[src/design/rxsort_pkg.sv]
// Shared constants, record type and datapath command type for the record exchange sort.
package rxsort_pkg;

	localparam int MAX_RECORDS = 64;
	localparam int ADDR_W      = $clog2(MAX_RECORDS);
	localparam int CNT_W       = $clog2(MAX_RECORDS + 1);
	localparam int ID_W        = 31;
	localparam int SAL_W       = 32;

	typedef struct packed {
		logic [ID_W-1:0]  id;
		logic [SAL_W-1:0] salary;
	} rec_t;

	localparam int REC_W = $bits(rec_t);

	typedef enum logic [2:0] {
		OP_NONE,
		OP_STORE_IN,
		OP_LOAD_CUR,
		OP_CMP_SWAP,
		OP_WRITE_CUR,
		OP_LOAD_OUT
	} op_t;

	typedef struct packed {
		op_t              op;
		logic [ADDR_W-1:0] waddr;
		logic [ADDR_W-1:0] raddr;
		logic              last;
		logic              ovf;
	} cmd_t;

endpackage

[src/design/rxsort_ram.sv]
// Generic single-port-write, single-port-read RAM with registered read data.
module rxsort_ram #(
	parameter int WIDTH = 8,
	parameter int DEPTH = 16
) (
	input  logic                     clk,
	input  logic                     we,
	input  logic [$clog2(DEPTH)-1:0] waddr,
	input  logic [WIDTH-1:0]         wdata,
	input  logic [$clog2(DEPTH)-1:0] raddr,
	output logic [WIDTH-1:0]         rdata
);

	logic [WIDTH-1:0] mem_q [DEPTH];
	logic [WIDTH-1:0] rdata_q;

	always_ff @(posedge clk) begin
		if (we) begin
			mem_q[waddr] <= wdata;
		end
		rdata_q <= mem_q[raddr];
	end

	assign rdata = rdata_q;

endmodule

[src/design/rxsort_dp.sv]
// Datapath: record store, held record with salary comparator, and output register.
module rxsort_dp
	import rxsort_pkg::*;
(
	input  logic             clk,
	input  cmd_t             cmd,
	input  logic [ID_W-1:0]  worker_id,
	input  logic [SAL_W-1:0] salary_cents,
	output logic [ID_W-1:0]  sorted_id,
	output logic [SAL_W-1:0] sorted_salary,
	output logic             last_of_run,
	output logic             overflow
);

	rec_t cur_q;
	rec_t out_q;
	logic last_q;
	logic ovf_q;
	rec_t rdata;
	rec_t wdata;
	logic we;
	logic greater;

	assign greater = rdata.salary > cur_q.salary;

	always_comb begin
		we    = 1'b0;
		wdata = cur_q;
		case (cmd.op)
			OP_STORE_IN: begin
				we    = 1'b1;
				wdata = '{id: worker_id, salary: salary_cents};
			end
			OP_CMP_SWAP:  we = greater;
			OP_WRITE_CUR: we = 1'b1;
			default:      we = 1'b0;
		endcase
	end

	rxsort_ram #(
		.WIDTH (REC_W),
		.DEPTH (MAX_RECORDS)
	) u_store (
		.clk   (clk),
		.we    (we),
		.waddr (cmd.waddr),
		.wdata (wdata),
		.raddr (cmd.raddr),
		.rdata (rdata)
	);

	always_ff @(posedge clk) begin
		case (cmd.op)
			OP_LOAD_CUR: cur_q <= rdata;
			OP_CMP_SWAP: begin
				if (greater) begin
					cur_q <= rdata;
				end
			end
			OP_LOAD_OUT: begin
				out_q  <= rdata;
				last_q <= cmd.last;
				ovf_q  <= cmd.ovf;
			end
			default: cur_q <= cur_q;
		endcase
	end

	assign sorted_id     = out_q.id;
	assign sorted_salary = out_q.salary;
	assign last_of_run   = last_q;
	assign overflow      = ovf_q;

endmodule
[config.mk]
export PLATFORM = sky130hd
export DESIGN_NAME = rxsort_dp
export DESIGN_NICKNAME = d
export VERILOG_FILES = /design/src/design/rxsort_pkg.sv /design/src/design/rxsort_ram.sv /design/src/design/rxsort_dp.sv
export SDC_FILE = /design/constraint.sdc
export NUM_CORES = 2
export LEC_CHECK = 0
export BUFFER_PORTS_ARGS = -buffer_cell sky130_fd_sc_hd__buf_2
export CAP_MARGIN = 30
export CORE_ASPECT_RATIO = 0.7
export CORE_MARGIN = 2
export CORE_UTILIZATION = 45
export DETAILED_ROUTE_END_ITERATION = 6
export PLACE_DENSITY_LB_ADDON = 0.25
export SYNTH_ARGS = -nofsm -noshare
export SYNTH_HDL_FRONTEND = slang
export SYNTH_HIERARCHICAL = 1
export SYNTH_SLANG_ARGS = --single-unit
[constraint.sdc]
create_clock -name clk -period 20.7 [get_ports clk]
set_clock_uncertainty 0.15 [all_clocks]
set_input_delay 2.07 -clock clk [delete_from_list [all_inputs] [get_ports clk]]
set_output_delay 2.07 -clock clk [all_outputs]
set_load 0.03 [all_outputs]
### After elaboration in Yosys (flattened, before gate mapping)

Memories as Yosys holds them, arrays and structs flattened. A register that Yosys moved wholly into a read port is not among the register bits.
Index checks and enable logic that the tools add are counted.

* order comparisons: 1
* equality and inequality tests: 6
* multiplexer cells: 6
* reductions and logical operators: 3

Operators by type and width (count)
* 63-bit 2-to-1 mux: 2
* 63-bit case mux with 2 select lines: 1
* 32-bit greater-than comparator: 1
* 3-bit by 2-bit == test with 1-bit output, second input constant: 2
* 3-bit == test, second input constant: 2
* 3-bit by 1-bit == test with 1-bit output, second input constant: 1
* 1-bit 2-to-1 mux: 2
* 2-bit inequality test, second input constant: 1
* 1-bit case mux with 2 select lines: 1
* 2-bit AND reduction: 1
* 2-bit nonzero test: 1
* 2-bit OR reduction: 1

* flip-flop bits (word level): 128
* bits in writable memories: 4032
* input port bits: 81
* output and inout bits: 65
* word-level logic and storage cells: 23
* memories: 1

Memory list
* u_store.mem_q: depth 64, width 63, rd ports 1, clocked after memory_dff 1, write ports 1, RTL line rxsort_ram.sv:14 `logic [WIDTH-1:0] mem_q [DEPTH];`

### Longest topological paths before layout

* word-level depth: 5
* gate-level depth with buffers: 10
* depth with buffers taken out: 10

### Modules after synthesis

The synthesis kept the hierarchy.

By module, submodules not included
* rxsort_ram: instances 1, cells each 6555, area an instance 153307.0 µm²
* rxsort_dp: instances 1, cells each 354, area an instance 5405.2 µm²

### Worst setup path after synthesis

No wires, ideal clock.

* kind: input to register
* from: in cmd[16] (netlist bit)
* to: mem u_store/mem_q[48][0] (netlist bit) (enable)
* library setup time: 0.561 ns
* arrival: 7.370 ns
* data required time: 19.989 ns
* slack: 12.619 ns
* stages on the path: 7
* path through: nand3b_1 -> nor3b_2 -> o31ai_1 -> o211ai_1 -> nor2b_1 -> nand4b_1 -> nor3_1

* longest elaborated chain between the ends: 5
* elaborated cells between the ends (all ways): 7

Ends and longest elaborated chain
* start, declared: RTL line rxsort_dp.sv:6 `input cmd_t cmd,`
* 3-bit == test / 3-bit by 1-bit == test with 1-bit output (equally long branches): RTL line rxsort_dp.sv:29 `case (cmd.op)`
* 2-bit OR reduction (no line)
* 1-bit case mux with 2 select lines (*): RTL line rxsort_dp.sv:29
* via we: RTL line rxsort_dp.sv:21 `logic we;`
* 1-bit 2-to-1 mux (*): RTL line rxsort_ram.sv:18 `if (we) begin`
* 1-bit 2-to-1 mux (not written as such) (*): RTL line rxsort_ram.sv:19 `mem_q[waddr] <= wdata;`
* end, declared: RTL line rxsort_ram.sv:14

Mark *: on every way through the listed nets, which the timed path passes. The rest lies on a longest branch.

### Worst setup path after layout

* from: reg u_store.rdata_q[9], in the netlist u_store/rdata[9], read port of u_store.mem_q
* to: mem u_store/mem_q[6][9] (netlist bit) (enable)

* longest elaborated chain between the ends: 4

Ends and longest elaborated chain
* start, declared: RTL line rxsort_ram.sv:15 `logic [WIDTH-1:0] rdata_q;`
* 32-bit greater-than comparator: RTL line rxsort_dp.sv:24 `assign greater = rdata.salary > cur_q.salary;`
* 1-bit case mux with 2 select lines: RTL line rxsort_dp.sv:29
* via we: RTL line rxsort_dp.sv:21
* 1-bit 2-to-1 mux: RTL line rxsort_ram.sv:18
* 1-bit 2-to-1 mux (not written as such): RTL line rxsort_ram.sv:19

The timed path passes the listed nets, and every way through them passes these cells.

==> qor.txt <==
CP max stage cell -> dfxtp_1
worst endpoint data arrival time -> 7390 ps
Max clock buf depth -> 4
TritonCTS clock tree -> done
max-slew violations -> 0
status -> complete, no violations
Wirelength per Cell -> 36.5 um
Post-CTS Setup Bufs -> 0
largest net degree at the start of global routing -> 119
VDD IR-drop max -> 0.0876 mV
asr flop ratio synth -> 0%
Synth area leader -> edfxtp_1
clock latency on the worst-skew pair -> 930 ps
cell family with most CP delay -> simple AND/OR/NAND/NOR gates
Final Hold Viols -> 0
Main synth FF type -> edfxtp_1
CTS HTree Levels -> 5
total CTS buffers -> 376
CTS resizes -> 0
clock slew at reported path FFs -> 70 ps
1st-pass router iterations -> 5
All-Layer GR Usage -> 24.8%
Worst Hold Class -> reg -> reg
post-synthesis net count -> 7022
Vert. Die Dim -> 501 um
CTS root buf -> clkbuf_16
Vias/cell -> 6.39
R2R setup slack -> 13710 ps
fin crit share -> 33.8%
final wirelength -> 450 mm
number of synthesized flops with an enable pin -> 4160
Worst Setup End Kind -> register
CP max stage delay -> 870 ps
CP bufs+invs -> 3
most frequent CP cell -> buf_4
Initial DRC Count -> 12300
cts hold-fix bufs -> 0
Avg Inst Size Synth -> 23.0 sq um
dpl cell area -> 0.167 sq mm
PortBufs -> 145
critical-path cell list -> ha_1, nand4_1, a2111oi_0, o31ai_1, o211ai_1, buf_4, nor2b_1, nand3_1, nor2_4, buf_4, buf_4
maximum fanout along the worst path -> 30
Post-Syn Area -> 0.159 sq mm
Max transition margin -> 24.7%
synth top area cells -> edfxtp_1 (79%), mux4_2 (14%), o22ai_1 (1.2%)
fillers -> 27200
final net count -> 7443
Die W -> 714 um
area of the multi-input gates -> 0.0314 sq mm
Syn. warnings -> 6
Routed Antenna Nets -> 0
max cap viols -> 0
flip-flop and latch area -> 0.126 sq mm
# rows -> 182
Starting Density -> 45.2%
crit path kind -> reg -> reg
Seq cells post-synth -> 4223
crit start category -> register
Worst Max-Slew Pin Slew -> 1130 ps
vias in the first global route -> 76700
post-layout minimum cycle time -> 6990 ps
cell count after synthesis -> 6909
Final Cell Area -> 0.180 sq mm
Synth top area share -> 78.7%
RSZ-0062 raised after global routing -> false
routed vias -> 78900
setup violators final -> 0
initial antenna violation count -> 20
Remaining DRCs -> 0
gr ovfl total -> 0
area added between synthesis and finish -> 13.1%
Synth cell types -> 49
Clock Sinks -> 4223
Power Density -> 97.8 mW/mm^2
share of cells above drive strength 1 -> 27.4%
die area -> 0.358 sq mm
Critical Path RT -> 21090 ps
Core ar. -> 0.351 sq mm
most common cell after layout, fill and taps aside -> edfxtp_1
first-pass GRT wire length -> 617 mm
most frequent cells in the layout -> edfxtp_1 (4160), mux4_2 (963), clkbuf_16 (387)
gp weighted congestion -> 0.806
post-synthesis sequential area ratio -> 79.5%
IO Pins -> 146
hpwl dp -> 254 mm
static leakage -> 55.6 nW
Highest Clock Rate -> 143 MHz
Setup Total Neg Slack -> 0 ps
[registers in the layout, indices dropped and copies added (netlist names)]
| name | count |
|---|---|
| sorted_id | 31 |
| u_store/mem_q | 4032 |
| last_of_run | 1 |
| cur_q | 63 |
| u_store/rdata | 63 |
| sorted_salary | 32 |
| overflow | 1 |
[worst reg2reg max path: cells and delay by family, from the launching register on]
kind	cells	cell delay, ps
adders and majority gates	1	290
buffers and inverters	3	1940
AOI/OAI and AO/OA	3	1450
and+or+nand+nor	4	1880
DFF	1	870
[worst paths after layout]
path / startpoint / end / depth (start not counted)
max: u_store/rdata[9] / u_store/mem_q[6][9] / 11
min: u_store/rdata[36] / sorted_id[4] / 0
max reg2reg: u_store/rdata[9] / u_store/mem_q[6][9] / 11
min reg2reg: u_store/rdata[36] / sorted_id[4] / 0
[metal layers]
| metal | part of all wire (%) | global-route usage, % | up-vias |
|---|---|---|---|
| li1 | - | - | 30500 |
| met1 | 42 | 38.3 | 42900 |
| met2 | 44 | 35.7 | 4912 |
| met3 | 12 | 6.11 | 550 |
| met4 | 2.3 | 5.76 | 4 |
| met5 | 0.0060 | 0 | - |
[kinds of logic (layout without fill, tap and decap cells)]
logic type / count (synthesis) / in the layout / synth area share (%)
AOI/OAI and AO/OA: 671 / 671 / 2.94
xor gates and xnor gates: 1 / 1 / 0.00552
adders and majority gates: 32 / 32 / 0.252
buffers and inverters: 424 / 1146 / 1.30
DFF: 4223 / 4223 / 79.5
muxes: 1099 / 1099 / 14.5
other: 0 / 12 / 0
and+or+nand+nor: 459 / 459 / 1.46
[where the power goes]
part / switching [mW] / leakage [nW] / internal, mW
logic: 0.619 / 11.7 / 0.305
registers: 0.0534 / 38.0 / 9.54
clock network: 3.10 / 5.95 / 3.94
[stage by stage]
step / util [%] / setup WS, ps / hold slack, ps / total power, mW / instances
4_1_cts: 51.0 / 13630 / 293 / 17.6 / 12300
3_3_place_gp: 47.4 / 13300 / 306 / 10.7 / 11600
5_1_grt: 51.1 / 13740 / 312 / 18.0 / 12300
2_1_floorplan: - / 12620 / 254 / 10.3 / 6909
6_report: 51.1 / 13710 / 313 / 17.6 / 12300
3_5_place_dp: 47.6 / 13190 / 275 / 10.7 / 11600
[layout make-up]
class / instances / share of cell area [%]
Sequential cell: 4223 / 70.3
Multi-Input combinational cell: 2262 / 17.5
Clock buffer: 502 / 5.79
Tap cell: 4692 / 3.27
Timing Repair Buffer: 434 / 2.08
Clock inverter: 177 / 0.982
Inverter: 33 / 0.0690
Antenna cell: 12 / 0.0167
[synthesized netlist by cell type (55+ instances only)]
library cell	number
a211oi_1	103
buf_2	125
clkbuf_1	164
dfxtp_1	63
edfxtp_1	4160
mux2i_1	104
mux4_2	963
nand2_1	59
nor2_1	129
nor2b_1	88
nor3_1	57
nor4_1	55
o221ai_1	63
o22ai_1	299
No activity file was read; power rests on OpenSTA's default activity.
