File: config.mk
export PLATFORM = sky130hd
export DESIGN_NAME = rxsort_ctrl
export DESIGN_NICKNAME = d
export VERILOG_FILES = /design/src/design/rxsort_pkg.sv /design/src/design/rxsort_ctrl.sv
export SDC_FILE = /design/constraint.sdc
export NUM_CORES = 1
export LEC_CHECK = 0
export ABC_CLOCK_PERIOD_IN_PS = 4300
export BUFFER_PORTS_ARGS = -buffer_cell sky130_fd_sc_hd__buf_2
export CAP_MARGIN = 5
export CELL_PAD_IN_SITES_DETAIL_PLACEMENT = 0
export CELL_PAD_IN_SITES_GLOBAL_PLACEMENT = 1
export CORE_MARGIN = 2
export CORE_UTILIZATION = 49
export DETAILED_ROUTE_END_ITERATION = 8
export GPL_ROUTABILITY_DRIVEN = 0
export PLACE_DENSITY = 0.94
export RECOVER_POWER = 50
export SETUP_SLACK_MARGIN = 0.1
export SLEW_MARGIN = 40
export SYNTH_ARGS = -nofsm -noshare
export SYNTH_HDL_FRONTEND = slang
export SYNTH_SLANG_ARGS = --single-unit
File: constraint.sdc
create_clock -name clk -period 4.3 [get_ports clk]
set_input_delay 0.645 -clock clk [delete_from_list [all_inputs] [get_ports clk]]
set_output_delay 0.645 -clock clk [all_outputs]
set_load 0.02 [all_outputs]
File: src/design/rxsort_pkg.sv
// Shared constants, record type and datapath command type for the record exchange sort.
package rxsort_pkg;

	localparam int MAX_RECORDS = 64;
	localparam int ADDR_W      = $clog2(MAX_RECORDS);
	localparam int CNT_W       = $clog2(MAX_RECORDS + 1);
	localparam int ID_W        = 31;
	localparam int SAL_W       = 32;

	typedef struct packed {
		logic [ID_W-1:0]  id;
		logic [SAL_W-1:0] salary;
	} rec_t;

	localparam int REC_W = $bits(rec_t);

	typedef enum logic [2:0] {
		OP_NONE,
		OP_STORE_IN,
		OP_LOAD_CUR,
		OP_CMP_SWAP,
		OP_WRITE_CUR,
		OP_LOAD_OUT
	} op_t;

	typedef struct packed {
		op_t              op;
		logic [ADDR_W-1:0] waddr;
		logic [ADDR_W-1:0] raddr;
		logic              last;
		logic              ovf;
	} cmd_t;

endpackage

File: src/design/rxsort_ctrl.sv
// Controller state machine: loading, exchange sort sequencing and the output run.
module rxsort_ctrl
	import rxsort_pkg::*;
(
	input  logic clk,
	input  logic arst_n,
	input  logic rec_valid,
	output logic rec_stall,
	input  logic end_of_set,
	output logic res_valid,
	input  logic res_stall,
	output cmd_t cmd
);

	typedef enum logic [3:0] {
		S_LOAD,
		S_RD_I,
		S_LD_I,
		S_RD_J,
		S_CMP_J,
		S_WR_I,
		S_RD_OUT,
		S_LD_OUT,
		S_HOLD_OUT
	} state_t;

	state_t            state_q;
	logic [CNT_W-1:0]  count_q;
	logic [CNT_W-1:0]  n_q;
	logic              dropped_q;
	logic              valid_q;
	logic              last_q;
	logic [ADDR_W-1:0] i_q;
	logic [ADDR_W-1:0] j_q;
	logic [ADDR_W-1:0] k_q;

	logic             stored;
	logic [CNT_W-1:0] n_next;
	logic             accept;
	logic             j_end;
	logic             i_end;
	logic             k_end;

	assign stored = count_q < CNT_W'(MAX_RECORDS);
	assign n_next = count_q + CNT_W'(stored);
	assign accept = (state_q == S_LOAD) && rec_valid;
	assign j_end  = (CNT_W'(j_q) + CNT_W'(1)) == n_q;
	assign i_end  = (CNT_W'(i_q) + CNT_W'(2)) == n_q;
	assign k_end  = (CNT_W'(k_q) + CNT_W'(1)) == n_q;

	assign rec_stall = (state_q != S_LOAD);
	assign res_valid = valid_q;

	always_comb begin
		cmd       = '0;
		cmd.op    = OP_NONE;
		cmd.last  = k_end;
		cmd.ovf   = dropped_q;
		case (state_q)
			S_LOAD: begin
				cmd.waddr = count_q[ADDR_W-1:0];
				if (rec_valid && stored) begin
					cmd.op = OP_STORE_IN;
				end
			end
			S_RD_I: cmd.raddr = i_q;
			S_LD_I: cmd.op = OP_LOAD_CUR;
			S_RD_J: cmd.raddr = j_q;
			S_CMP_J: begin
				cmd.op    = OP_CMP_SWAP;
				cmd.waddr = j_q;
			end
			S_WR_I: begin
				cmd.op    = OP_WRITE_CUR;
				cmd.waddr = i_q;
			end
			S_RD_OUT: cmd.raddr = k_q;
			S_LD_OUT: cmd.op = OP_LOAD_OUT;
			default: cmd.op = OP_NONE;
		endcase
	end

	always_ff @(posedge clk or negedge arst_n) begin
		if (!arst_n) begin
			state_q   <= S_LOAD;
			count_q   <= '0;
			n_q       <= '0;
			dropped_q <= 1'b0;
			valid_q   <= 1'b0;
			last_q    <= 1'b0;
			i_q       <= '0;
			j_q       <= '0;
			k_q       <= '0;
		end else begin
			case (state_q)
				S_LOAD: begin
					if (accept) begin
						count_q <= n_next;
						if (!stored) begin
							dropped_q <= 1'b1;
						end
						if (end_of_set) begin
							n_q <= n_next;
							i_q <= '0;
							k_q <= '0;
							if (n_next >= CNT_W'(2)) begin
								state_q <= S_RD_I;
							end else begin
								state_q <= S_RD_OUT;
							end
						end
					end
				end
				S_RD_I: state_q <= S_LD_I;
				S_LD_I: begin
					j_q     <= i_q + ADDR_W'(1);
					state_q <= S_RD_J;
				end
				S_RD_J: state_q <= S_CMP_J;
				S_CMP_J: begin
					if (j_end) begin
						state_q <= S_WR_I;
					end else begin
						j_q     <= j_q + ADDR_W'(1);
						state_q <= S_RD_J;
					end
				end
				S_WR_I: begin
					if (i_end) begin
						k_q     <= '0;
						state_q <= S_RD_OUT;
					end else begin
						i_q     <= i_q + ADDR_W'(1);
						state_q <= S_RD_I;
					end
				end
				S_RD_OUT: state_q <= S_LD_OUT;
				S_LD_OUT: begin
					valid_q <= 1'b1;
					last_q  <= k_end;
					state_q <= S_HOLD_OUT;
				end
				S_HOLD_OUT: begin
					if (!res_stall) begin
						valid_q <= 1'b0;
						if (last_q) begin
							count_q   <= '0;
							dropped_q <= 1'b0;
							state_q   <= S_LOAD;
						end else begin
							k_q     <= k_q + ADDR_W'(1);
							state_q <= S_RD_OUT;
						end
					end
				end
				default: state_q <= S_LOAD;
			endcase
		end
	end

endmodule

### Word-level counts from Yosys, hierarchy flattened

Cells that the tools add are included.
Widths: inputs -> output; s select.

| word-level totals | value |
|---|---|
| input bits | 5 |
| word-level logic and storage cells | 88 |
| memory bits (read-only) | 0 |
| bits in latches | 0 |
| RAM bits | 0 |
| register bits | 39 |
| output and inout bits | 19 |
| memories | 0 |

| cells by class | value |
|---|---|
| $add $sub $neg | 7 |
| muxes and demuxes | 33 |
| reduce and logical (&&, ||, !) cells | 17 |
| shift operators | 0 |
| magnitude comparators | 2 |
| equal/unequal tests | 20 |
| multiply operators | 0 |
| bitwise logic cells | 0 |
| divide/modulo/power cells | 0 |

Operators by type and width:

| kind | number |
|---|---|
| $pmux 6 s3 | 3 |
| $mux 6 | 7 |
| $pmux 4 s9 | 1 |
| $pmux 6 s2 | 2 |
| $eq 7x7->1 | 3 |
| $mux 7 | 3 |
| $add 6x1->6 const B | 3 |
| $ne 2x2->1 const B | 9 |
| $eq 4x3->1 const B | 4 |
| $pmux 3 s5 | 1 |
| $add 6x1->7 const B | 2 |
| $pmux 7 s2 | 1 |
| $mux 3 | 4 |
| $mux 4 | 3 |
| $eq 4x2->1 const B | 2 |
| $reduce_and 4->1 | 2 |
| $reduce_bool 2->1 | 4 |
| $add 6x2->7 const B | 1 |
| $add 7x1->7 | 1 |
| $ge 7x2->1 const B | 1 |
| $lt 7x7->1 const B | 1 |
| $mux 1 | 6 |
| $reduce_and 3->1 | 2 |
| $reduce_and 6->1 | 1 |
| other kinds (9) | 12 |

### Depth between registers and ports, before layout

| logic depth | value |
|---|---|
| word-level depth | 7 |
| depth in mapped cells | 10 |
| gate-level depth less buffers | 9 |

### Worst setup path before layout

No wires, ideal clock.

| timing | value |
|---|---|
| path type | register -> register |
| start | reg i_q[1] |
| end | reg k_q[4] |
| required time | 4172 ps |
| library setup time | 128 ps |
| path buffers | 0 |
| data arrival time | 2127 ps |
| path slack | 2046 ps |
| cell stages (with the launch flop) | 8 |
| cell sequence | dfrtp_1 ha_1 nor2b_1 or4b_1 nand3_2 nand4_2 a21boi_4 mux2_1 |

| between the ends | value |
|---|---|
| word-level cells in the longest chain between the ends | 4 |

RTL lines:

| item | line | source |
|---|---|---|
| from (decl) | rxsort_ctrl.sv:33 | `logic [ADDR_W-1:0] i_q;` |
| from (signal assigned) | rxsort_ctrl.sv:133 | `i_q <= i_q + ADDR_W'(1);` |
| $add 6x2->7 | rxsort_ctrl.sv:48 | `assign i_end = (CNT_W'(i_q) + CNT_W'(2)) == n_q;` |
| $eq 7x7->1 | rxsort_ctrl.sv:48 |  |
| $ne 2x2->1 (no line) | -- |  |
| $reduce_and 6->1 (no line) | -- |  |
| to (signal assigned) | rxsort_ctrl.sv:151 | `k_q <= k_q + ADDR_W'(1);` |
| to (decl) | rxsort_ctrl.sv:35 | `logic [ADDR_W-1:0] k_q;` |

No other way between the ends.
A chain may end at the register's enable or synchronous reset.

==> results.py <==
metrics = {
    "final_layout": {
        "fillCellCount": 586,
        "layout_area_overhead_pct": 5.59,
        "utilization_after_layout": 0.528,
        "stdcell_area_um2": 3070,
        "mostFrequentLayoutCells": "sky130_fd_sc_hd__dfrtp_1, sky130_fd_sc_hd__nand2_1, sky130_fd_sc_hd__o21ai_0",
        "layout.cells.most_common": "sky130_fd_sc_hd__dfrtp_1",
        "final_net_count": 364,
        "post_route_cells_drive_above_1_share": 0.122,
        "n_antenna_cell": 0,
        "seqCellArea_um2": 976,
        "multi_input_area_um2": 1690,
    },
    "grt": {
        "grt_start_max_net_pins": 40,
        "grt_antenna_before_repair": 0,
        "via_count_of_the_first_global_routing_pass": 2380,
        "global_route_total_usage_across_every_layer": 0.249,
        "global_route_wire_length_before_repair_um": 12200,
        "grt.overflow.total": 0,
    },
    "cts": {
        "cts_post_setup_buffers_inserted": 0,
        "tritoncts": "built",
        "clockRootBuffer": "sky130_fd_sc_hd__clkbuf_8",
        "cts.repair.resized": 0,
        "worstSkewPairLatency_ns": 0.29,
        "number_of_h_tree_branching_levels": 2,
        "cts_buffer_depth": 2,
        "numCtsBuffers": 5,
        "cts_hold_repair_buffers": 0,
        "clk_transition_reported_paths_ns": 0.07,
        "cts.sinks": 39,
    },
    "yosys": {
        "ys_ff_latch": 39,
        "synth_top_cells_by_area": "sky130_fd_sc_hd__dfrtp_1, sky130_fd_sc_hd__o21ai_0, sky130_fd_sc_hd__xnor2_1, sky130_fd_sc_hd__nand2_1, sky130_fd_sc_hd__a222oi_1",
        "synth_enable_flop_cells": 0,
        "synthCells": 349,
        "post_synth.cell_area_avg_um2": 8.34,
        "synth_cell_types": 55,
        "synthesis.nets": 360,
        "synth_warnings": 0,
        "synth.cell_area_um2": 2910,
        "synth-main-ff-cell": "sky130_fd_sc_hd__dfrtp_1",
        "synthArstFlopShare": 1.00,
        "yosysSeqAreaShare": 0.335,
        "yosys.area.top_type": "sky130_fd_sc_hd__dfrtp_1",
        "synth_top_area_frac": 0.335,
    },
    "route": {
        "route.detailed.vias_per_inst": 6.07,
        "drt-total-wl_um": 7520,
        "routed-via-count": 2599,
        "detailedRoute.firstIterationViolations": 343,
        "final_antenna_net_count": 0,
        "drt_pre_antenna_iters": 7,
        "drc": 0,
        "detail_route.wl_per_cell_um": 17.6,
    },
    "timing": {
        "maxSlewHeadroom": -0.392,
        "maxSlewViolCount": 40,
        "rsz0062_at_grt": "no",
        "count_of_endpoints_failing_hold_in_the_final_timing_report": 0,
        "post_layout_worst_setup_margin_ns": 1.43,
        "fin_setup_tns_ns": 0,
        "timing.final.crit_share": 0.667,
        "timing.hold.ws_ns": 0.555,
        "worst_slew_pin_slew_ns": 2.09,
        "finalWorstPathRequiredPeriod_ns": 2.87,
        "final-setup-viol-count": 0,
        "fmax_mhz": 349,
        "fin_worst_skew_ns": 0.00324,
    },
    "die": {
        "core_um2": 5820,
        "die_area_um2": 6570,
        "io_pins": 24,
        "row_count": 28,
        "effective_utilization_at_floorplan": 0.500,
        "die_w_um": 81.1,
        "floorplan.die.height_um": 81.1,
    },
    "critical_path": {
        "worst_ep_required_time_ns": 3.65,
        "critical_path_arrival_ns": 2.22,
        "r2r_cells": 7,
        "criticalPathCategory": "reg2out",
        "critPathLaunchType": "flop",
        "r2r_slack_ns": 1.69,
        "worst_r2r_end": "j_q[1]",
        "setup.worst_path.end": "cmd[11]",
        "worst_setup_path_startpoint": "state_q[1]",
        "regToRegStartpoint": "j_q[0]",
        "critPathMaxFanout": 11,
        "endpoint_kind": "output pin",
    },
    "run_status": {
        "failed_checks": "max-capacitance violations, max-slew violations",
        "run_status": "finished, violations left",
    },
    "placement": {
        "post-place-ws_ns": 1.72,
        "portBuffers": 23,
        "dp.final_hpwl_um": 5520,
        "placed_cell_area_um2": 2980,
    },
    "job": {
        "drv.max_cap_violation_count": 1,
    },
    "worst_hold_path": {
        "hold_class": "reg2reg",
        "hold_start": "res_valid",
    },
    "power": {
        "power.static_leakage_nw": 1.36,
        "maximum_ir_drop_on_the_vdd_rail_mv": 0.339,
        "p_per_area_nw_per_um2": 658,
    },
}
worst min-delay path by stage:
stage	slack, ns	endpoint	depth (start not counted)
after floorplan	0.35	count_q[0]	0
after global placement	0.51	res_valid	2
after detailed placement	0.52	res_valid	2
after CTS	0.33	count_q[1]	1
after global routing	0.60	last_q	1
final	0.55	res_valid	2
routing by layer:
| metal | wire (um) | vias up | global-route usage |
|---|---|---|---|
| met5 | 0 | - | 0 |
| met4 | 218 | 0 | 0.110 |
| met3 | 534 | 15 | 0.0378 |
| met2 | 3650 | 113 | 0.412 |
| met1 | 3110 | 1230 | 0.324 |
| li1 | - | 1241 | - |
cell type report:
| cell class | instances | area share |
|---|---|---|
| multi-input combinational | 258 | 0.550 |
| sequential | 39 | 0.318 |
| timing repair buffer | 23 | 0.0363 |
| inverter | 26 | 0.0318 |
| tap | 75 | 0.0305 |
| clock buffer | 6 | 0.0236 |
| clock inverter | 1 | 0.00978 |
state kept, by name, summed over array words and instances (netlist names):
register / flops
k_q: 6
count_q: 7
n_q: 7
state_q: 4
j_q: 6
res_valid: 1
i_q: 6
last_q: 1
dropped_q: 1
report_power, final:
part | switching (W) | leakage, nW | internal (W)
combinational | 0.000553 | 0.798 | 0.000408
sequential | 0.000285 | 0.511 | 0.000479
clock | 0.000128 | 0.0513 | 0.000170
total | 0.000965 | 1.36 | 0.00106
cells by family after synthesis:
kind of cell | share of synthesized area
adder cells (fa/ha/maj) | 0.0258
XOR/XNOR | 0.0813
buffers and inverters | 0.0834
AO/OA/AOI/OAI | 0.199
flip-flops | 0.335
AND/OR/NAND/NOR | 0.242
multiplexers | 0.0331
stage by stage:
step	power [W]	instances
after floorplan	0.00149	349
after global placement	0.00170	421
after detailed placement	0.00172	421
after CTS	0.00202	428
after global routing	0.00216	428
final	0.00202	428
synth_stat cells (7+ instances only):
master / n
sky130_fd_sc_hd__nand2_1: 34
sky130_fd_sc_hd__nor2_1: 26
sky130_fd_sc_hd__a31oi_1: 8
sky130_fd_sc_hd__nand3_1: 14
sky130_fd_sc_hd__nand2b_1: 8
sky130_fd_sc_hd__clkbuf_1: 14
sky130_fd_sc_hd__inv_1: 26
sky130_fd_sc_hd__and2_1: 7
sky130_fd_sc_hd__nor3_1: 10
sky130_fd_sc_hd__a21oi_1: 13
sky130_fd_sc_hd__a222oi_1: 12
sky130_fd_sc_hd__xor2_1: 12
sky130_fd_sc_hd__dfrtp_1: 39
sky130_fd_sc_hd__o21ai_0: 28
sky130_fd_sc_hd__xnor2_1: 15
critical path, cell delays in order, from the launching register on:
cell and delay [ns]:
sky130_fd_sc_hd__dfrtp_1 0.47, sky130_fd_sc_hd__or2_0 0.36, sky130_fd_sc_hd__nor2_1 0.64, sky130_fd_sc_hd__a222oi_1 0.21
sky130_fd_sc_hd__inv_1 0.09, sky130_fd_sc_hd__buf_2 0.16
(Power assumes the default switching activity.)
